**src/rtl/flash_page_rmw_eeprom_core_defines.svh**
```systemverilog
// ----------------------------------------------------------------------------
// flash_page_rmw_eeprom_core_defines.svh
// Assertion macros shared by the flash EEPROM emulation RTL.
// ----------------------------------------------------------------------------
`ifndef FLASH_PAGE_RMW_EEPROM_CORE_DEFINES_SVH
`define FLASH_PAGE_RMW_EEPROM_CORE_DEFINES_SVH

`ifndef SYNTHESIS
// Property must hold at every clock edge outside reset.
`define FPR_ASSERT(label, clk, rst_n, prop, msg) \
    label: assert property (@(posedge clk) disable iff (!rst_n) (prop)) \
        else $error(msg);
// Condition must never be seen outside reset.
`define FPR_NEVER(label, clk, rst_n, cond, msg) \
    label: assert property (@(posedge clk) disable iff (!rst_n) !(cond)) \
        else $error(msg);
`else
`define FPR_ASSERT(label, clk, rst_n, prop, msg)
`define FPR_NEVER(label, clk, rst_n, cond, msg)
`endif

`endif

```
**src/rtl/fpr_pkg.sv**
```systemverilog
// ----------------------------------------------------------------------------
// fpr_pkg
// Shared constants and types of the flash EEPROM emulation block.
// ----------------------------------------------------------------------------
`default_nettype none

package fpr_pkg;

    // PAGE_WORDS must be a power of two.
    localparam int PAGE_WORDS_DEF = 512;
    localparam int PAGE_COUNT_DEF = 16;

    localparam int BASE_W   = 13;
    localparam int OFFSET_W = 13;
    localparam int DATA_W   = 16;
    localparam int COUNT_W  = 2;
    localparam int SUM_W    = 14;

    localparam logic [DATA_W-1:0]  ERASED_WORD = 16'hFFFF;
    localparam logic [7:0]         PAD_BYTE    = 8'hFF;

    localparam logic               OP_READ  = 1'b0;
    localparam logic               OP_WRITE = 1'b1;

    localparam logic [COUNT_W-1:0] CNT_NONE = 2'd0;
    localparam logic [COUNT_W-1:0] CNT_ONE  = 2'd1;

    typedef struct packed {
        logic [DATA_W-1:0] read_data;
        logic              page_erased;
        logic              address_error;
    } result_t;

endpackage

`default_nettype wire

```
**src/rtl/fpr_ctrl.sv**
```systemverilog
// ----------------------------------------------------------------------------
// fpr_ctrl
// Sequencer: clear sweep, word lookup, direct program or page copy/program.
// ----------------------------------------------------------------------------
`default_nettype none
`include "flash_page_rmw_eeprom_core_defines.svh"

module fpr_ctrl
    import fpr_pkg::*;
#(
    parameter int PAGE_WORDS  = PAGE_WORDS_DEF,
    parameter int PAGE_COUNT  = PAGE_COUNT_DEF,
    localparam int FLASH_WORDS = PAGE_WORDS * PAGE_COUNT,
    localparam int IDX_W       = $clog2(PAGE_WORDS),
    localparam int AW          = $clog2(FLASH_WORDS)
)
(
    input  wire logic                clk,
    input  wire logic                rst_n,
    // item channel
    input  wire logic                in_valid,
    output logic                     in_stall,
    input  wire logic                opcode,
    input  wire logic [OFFSET_W-1:0] word_offset,
    input  wire logic [DATA_W-1:0]   write_data,
    input  wire logic [COUNT_W-1:0]  byte_count,
    input  wire logic [BASE_W-1:0]   base_word,
    // result hand-off
    output logic                     res_valid,
    input  wire logic                res_ready,
    output result_t                  res,
    // flash array
    output logic                     flash_rd_en,
    output logic      [AW-1:0]       flash_raddr,
    input  wire logic [DATA_W-1:0]   flash_rdata,
    output logic                     flash_we,
    output logic      [AW-1:0]       flash_waddr,
    output logic      [DATA_W-1:0]   flash_wdata,
    // page buffer
    output logic                     buf_rd_en,
    output logic      [IDX_W-1:0]    buf_raddr,
    input  wire logic [DATA_W-1:0]   buf_rdata,
    output logic                     buf_we,
    output logic      [IDX_W-1:0]    buf_waddr,
    output logic      [DATA_W-1:0]   buf_wdata
);

    typedef enum logic [5:0] {
        ST_CLEAR = 6'b000001,
        ST_IDLE  = 6'b000010,
        ST_LOOK  = 6'b000100,
        ST_COPY  = 6'b001000,
        ST_PROG  = 6'b010000,
        ST_DONE  = 6'b100000
    } state_t;

    localparam logic [AW-1:0] CLR_LAST  = AW'(FLASH_WORDS - 1);
    localparam logic [AW-1:0] PAGE_MASK = AW'(PAGE_WORDS - 1);

    state_t            state_reg, state_next;
    logic [IDX_W:0]    cnt_reg, cnt_next;
    logic [AW-1:0]     clr_reg, clr_next;
    logic [AW-1:0]     addr_reg, addr_next;
    logic [DATA_W-1:0] value_reg, value_next;
    logic              write_reg, write_next;
    logic              nop_reg, nop_next;
    result_t           res_reg, res_next;

    logic [SUM_W-1:0]  sum;
    logic              addr_err;
    logic              accept;
    logic [IDX_W:0]    cnt_prev;
    logic [AW-1:0]     page_base;
    logic [IDX_W-1:0]  slot;

    assign sum       = SUM_W'(base_word) + SUM_W'(word_offset);
    assign addr_err  = 32'(sum) >= 32'(FLASH_WORDS);
    assign in_stall  = (state_reg != ST_IDLE);
    assign accept    = in_valid && !in_stall;
    assign cnt_prev  = cnt_reg - (IDX_W + 1)'(1);
    assign page_base = addr_reg & ~PAGE_MASK;
    assign slot      = addr_reg[IDX_W-1:0];
    assign res_valid = (state_reg == ST_DONE);
    assign res       = res_reg;

    always_comb
    begin
        state_next  = state_reg;
        cnt_next    = cnt_reg;
        clr_next    = clr_reg;
        addr_next   = addr_reg;
        value_next  = value_reg;
        write_next  = write_reg;
        nop_next    = nop_reg;
        res_next    = res_reg;

        flash_rd_en = 1'b0;
        flash_raddr = AW'(sum);
        flash_we    = 1'b0;
        flash_waddr = addr_reg;
        flash_wdata = value_reg;
        buf_rd_en   = 1'b0;
        buf_raddr   = cnt_reg[IDX_W-1:0];
        buf_we      = 1'b0;
        buf_waddr   = cnt_prev[IDX_W-1:0];
        buf_wdata   = (cnt_prev[IDX_W-1:0] == slot) ? value_reg : flash_rdata;

        unique case (state_reg)
            ST_CLEAR:
            begin
                // sweep the whole array to the erased value
                flash_we    = 1'b1;
                flash_waddr = clr_reg;
                flash_wdata = ERASED_WORD;
                clr_next    = clr_reg + AW'(1);
                if (clr_reg == CLR_LAST)
                begin
                    state_next = ST_IDLE;
                end
            end
            ST_IDLE:
            begin
                if (accept)
                begin
                    addr_next  = AW'(sum);
                    write_next = (opcode == OP_WRITE);
                    nop_next   = (byte_count == CNT_NONE);
                    value_next = (byte_count == CNT_ONE) ?
                                 {write_data[DATA_W-1:8], PAD_BYTE} : write_data;
                    if (addr_err)
                    begin
                        res_next   = '{read_data: '0, page_erased: 1'b0,
                                       address_error: 1'b1};
                        state_next = ST_DONE;
                    end
                    else
                    begin
                        flash_rd_en = 1'b1;
                        state_next  = ST_LOOK;
                    end
                end
            end
            ST_LOOK:
            begin
                res_next   = '{read_data: '0, page_erased: 1'b0, address_error: 1'b0};
                state_next = ST_DONE;
                if (!write_reg)
                begin
                    res_next.read_data = flash_rdata;
                end
                else if (!nop_reg)
                begin
                    if (flash_rdata == ERASED_WORD)
                    begin
                        flash_we = 1'b1;
                    end
                    else
                    begin
                        res_next.page_erased = 1'b1;
                        cnt_next             = '0;
                        state_next           = ST_COPY;
                    end
                end
            end
            ST_COPY:
            begin
                // read word i, store word i-1 with the new word merged at its slot
                flash_rd_en = !cnt_reg[IDX_W];
                flash_raddr = page_base | AW'(cnt_reg[IDX_W-1:0]);
                buf_we      = (cnt_reg != '0);
                cnt_next    = cnt_reg + (IDX_W + 1)'(1);
                if (cnt_reg[IDX_W])
                begin
                    cnt_next   = '0;
                    state_next = ST_PROG;
                end
            end
            ST_PROG:
            begin
                // page programmed back word by word from the buffer
                buf_rd_en   = !cnt_reg[IDX_W];
                flash_we    = (cnt_reg != '0);
                flash_waddr = page_base | AW'(cnt_prev[IDX_W-1:0]);
                flash_wdata = buf_rdata;
                cnt_next    = cnt_reg + (IDX_W + 1)'(1);
                if (cnt_reg[IDX_W])
                begin
                    cnt_next   = '0;
                    state_next = ST_DONE;
                end
            end
            ST_DONE:
            begin
                if (res_ready)
                begin
                    state_next = ST_IDLE;
                end
            end
            default:
            begin
                state_next = ST_CLEAR;
                clr_next   = '0;
            end
        endcase
    end

    always_ff @(posedge clk or negedge rst_n)
    begin
        if (!rst_n)
        begin
            state_reg <= ST_CLEAR;
            cnt_reg   <= '0;
            clr_reg   <= '0;
        end
        else
        begin
            state_reg <= state_next;
            cnt_reg   <= cnt_next;
            clr_reg   <= clr_next;
        end
    end

    always_ff @(posedge clk)
    begin
        addr_reg  <= addr_next;
        value_reg <= value_next;
        write_reg <= write_next;
        nop_reg   <= nop_next;
        res_reg   <= res_next;
    end

    `FPR_NEVER(a_no_same_word_rw, clk, rst_n,
               flash_rd_en && flash_we && (flash_raddr == flash_waddr),
               "flash read and write hit the same word")
    `FPR_ASSERT(a_accept_moves_on, clk, rst_n,
                accept |=> (state_reg == ST_LOOK || state_reg == ST_DONE),
                "accepted beat did not start a lookup")
    `FPR_ASSERT(a_cnt_bounded, clk, rst_n,
                cnt_reg <= (IDX_W + 1)'(PAGE_WORDS),
                "page counter ran past the page")
    `FPR_ASSERT(a_copy_then_prog, clk, rst_n,
                (state_reg == ST_COPY && cnt_reg[IDX_W]) |=>
                    (state_reg == ST_PROG && cnt_reg == '0),
                "copy pass did not hand over to program")

endmodule

`default_nettype wire

```
**config.mk**
```make
export PLATFORM = sky130hd
export DESIGN_NAME = fpr_ctrl
export DESIGN_NICKNAME = d
export VERILOG_FILES = /design/src/rtl/fpr_pkg.sv /design/src/rtl/fpr_ctrl.sv
export VERILOG_INCLUDE_DIRS = /design/src /design/src/rtl
export SDC_FILE = /design/constraint.sdc
export NUM_CORES = 1
export LEC_CHECK = 0
export BUFFER_PORTS_ARGS = -buffer_cell sky130_fd_sc_hd__buf_2
export CAP_MARGIN = 25
export CORE_ASPECT_RATIO = 0.6
export CORE_UTILIZATION = 25
export CTS_BUF_LIST = sky130_fd_sc_hd__clkbuf_4 sky130_fd_sc_hd__clkbuf_8
export CTS_CLUSTER_DIAMETER = 150
export DETAILED_ROUTE_END_ITERATION = 16
export GPL_ROUTABILITY_DRIVEN = 1
export PLACE_DENSITY = 0.54
export SYNTH_ARGS = -nofsm -noshare
export SYNTH_HDL_FRONTEND = slang
export SYNTH_SLANG_ARGS = --single-unit
```
**constraint.sdc**
```tcl
create_clock -name clk -period 8.2 [get_ports clk]
set_input_delay 1.64 -clock clk [delete_from_list [all_inputs] [get_ports clk]]
set_output_delay 1.64 -clock clk [all_outputs]
set_load 0.05 [all_outputs]
```
==> out/summary.txt <==
min Tclk post-route = 5580 ps
Syn-to-layout area delta = 25.7%
Worst path slowest cell = fa_1
slew margin rel. = 33.3%
Peak VDD IR = 0.105 mV
final hold viol count = 0
final number of setup-violating endpoints = 0
Final Max Slew Viols = 0
setup TNS = 0 ps
max reg flops = 18
Routed Antenna Nets = 0
Multi-input gate area = 2580 um2
vias in the first global route = 4073
Final GP Congestion = 0.809
slowest cell delay on critical path = 430 ps
ys flop type = edfxtp_1
hold slack = 515 ps
Hold WC Path Type = register to register
number of port buffers = 180
Post-synth ARST share = 37.2%
DRC = 0
mean post-synth cell area = 9.54 um2
Tot GR Track Use = 15.0%
clock tree root driver cell = clkbuf_8
CTS Buffer Depth = 2
post-synth cell types = 54
Nets = 784
cell repeated most along the worst path = buf_2
wire per inst = 16.6 um
number of synthesized flops with an enable pin = 49
share of cells above drive strength 1 = 34.6%
period utilization = 68.1%
Worst Tran Pin Value = 999 ps
Final WS setup = 2620 ps
Sink Count = 78
Finished Layout Cells = 956
core box area = 19300 um2
total CTS buffers = 9
register area share after synthesis = 43.8%
CP max FO = 3
initial antenna violation count = 0
total of max-cap violations = 0
CTS tree = yes
Place WS = 2600 ps
DP HPWL = 12.2 mm
Critical Path RT = 6560 ps
boundary pin count = 181
status = completed
FF+latch area = 2200 um2
dpl cells = 940
Die Span Y = 112 um
mean number of vias per cell = 4.65
critical path capture point type = output pin
Starting DRT DRC Count = 317
Die W = 185 um
Resized cells post-CTS = 0
number of synthesis warnings = 0
DRT Pass-1 Iters = 5
syn_nets = 625
first-pass GRT wire length = 23.6 mm
diodes inserted = 0
Initial Utilization = 26.0%
largest net degree at the start of global routing = 33
Syn Inst Count = 526
die area = 20700 um2
GR Overflow Total = 0
# hold bufs at CTS = 0
worst endpoint data arrival time = 3940 ps
postcts setup bufs = 0
register bit count reported by yosys = 78
P_leak = 2.65 nW
startpoint types = input port
CTS clk-pin slew, worst paths = 70 ps
row count = 39
CP Class = input port to output pin
PD cells = 142 nW/um2
Total Routed Length = 15.8 mm
Clock Latency Late Sink = 360 ps
Filler cells = 2088
Clock Skew = 21.8 ps
H-Tree Depth = 3
critical-path cell list = buf_2 -> ha_1 -> fa_1 -> a211oi_1 -> or3_1 -> a31oi_1 -> o41ai_1 -> xnor2_1 -> mux2_2 -> buf_2
unrepaired setup endpoints after global routing = no
Max Clk Rate = 179 MHz
synthesized cell area = 5020 um2
via count = 4447
-- worst paths after layout --
check | startpoint | end | depth (start not counted) | slack (ps)
hold / removal | clr_reg[11]$_DFFE_PN0N_ | clr_reg[11]$_DFFE_PN0N_ | 1 | 510
hold reg to reg | clr_reg[11]$_DFFE_PN0N_ | clr_reg[11]$_DFFE_PN0N_ | 1 | 510
setup reg to reg | state_reg[2]$_DFFE_PN0P_ | state_reg[1]$_DFFE_PN0P_ | 6 | 5670
min in group asynchronous | rst_n | state_reg[2]$_DFFE_PN0P_ | 1 | 1330
setup / recovery | word_offset[0] | flash_raddr[12] | 10 | 2620
max in group asynchronous | rst_n | clr_reg[7]$_DFFE_PN0N_ | 1 | 6390
-- kinds of logic (layout without fill, tap and decap cells) --
group	count (synthesis)	in the layout	synth area share, %
xor gates and xnor gates	28	28	5.46
and+or+nand+nor	217	217	21.3
buffers and inverters	51	215	4.86
AOI/OAI and AO/OA	107	107	13.1
adders and majority gates	18	18	4.64
muxes	27	27	6.81
DFF	78	78	43.8
-- area by class of cell --
class / instances / area share, %
timing repair buffer: 185 / 14.9
multi-input combinational: 397 / 41.0
clock buffer: 10 / 2.08
inverter: 14 / 0.833
tap: 266 / 5.28
clock inverter: 6 / 1.11
sequential: 78 / 34.9
-- critical path: cells and delay by family --
kind	cells	cell delay (ps)
buf+inv	2	310
compound gates	3	770
mux	1	270
fa+ha+maj	2	640
xor+xnor	1	130
simple gates	1	180
-- synthesized netlist by cell type, types with 14 or more instances --
cell type | instances | area, um2
nand3_1 | 21 | 105
inv_1 | 14 | 52.6
nand2_1 | 79 | 297
and3_1 | 14 | 87.6
nor2_1 | 36 | 135
dfrtp_1 | 28 | 701
clkbuf_1 | 23 | 86.3
mux2_2 | 17 | 191
o21ai_0 | 46 | 230
xnor2_1 | 17 | 149
and2_1 | 20 | 125
ha_1 | 17 | 213
a21oi_1 | 17 | 85.1
edfxtp_1 | 49 | 1470
-- routing by layer --
layer | vias to the layer above | track usage [%] | wire [um]
li1 | 2191 | - | -
met1 | 2098 | 24.2 | 8590
met2 | 154 | 19.7 | 6080
met3 | 4 | 3.73 | 1080
met4 | 0 | 2.64 | 71
met5 | - | 0 | 0
-- power breakdown --
part           switching (mW)  internal, mW  leakage [nW]  total [mW]
Combinational           0.116        0.0599          1.78       0.176
Clock                   0.155         0.146         0.104       0.301
Sequential                  0         0.420         0.766       0.420
Total                   0.271         0.626          2.65       0.897
-- cell usage in the layout (no fill, tap or decap), types with 3 or more instances in the layout --
cell type and n:
xor2_1 8, xnor2_1 17, clkinv_4 3, buf_2 180
nor2_1 36, mux2_4 10, a21oi_1 17, nand3_1 21
nand2b_1 10, a21o_1 6, buf_4 5, nor4_1 7
nand3b_1 4, and3_1 14, nor3_1 8, o21ai_0 46
o22ai_1 3, ha_1 17, a221o_1 3, and2_1 20
edfxtp_1 49, inv_1 14, nand2_1 79, dfrtp_1 28
a22oi_1 7, mux2_2 17, clkbuf_8 9, a31oi_1 8
nand4_1 7
-- through the flow --
step	utilization [%]	total power, mW	instance area, um2
4_1_cts	32.6	0.912	6310
6_report	32.6	0.897	6310
3_5_place_dp	31.6	0.605	6110
2_1_floorplan	-	0.551	5020
3_3_place_gp	31.6	0.605	6110
5_1_grt	32.6	0.936	6310
No activity file was read; power rests on OpenSTA's default activity.
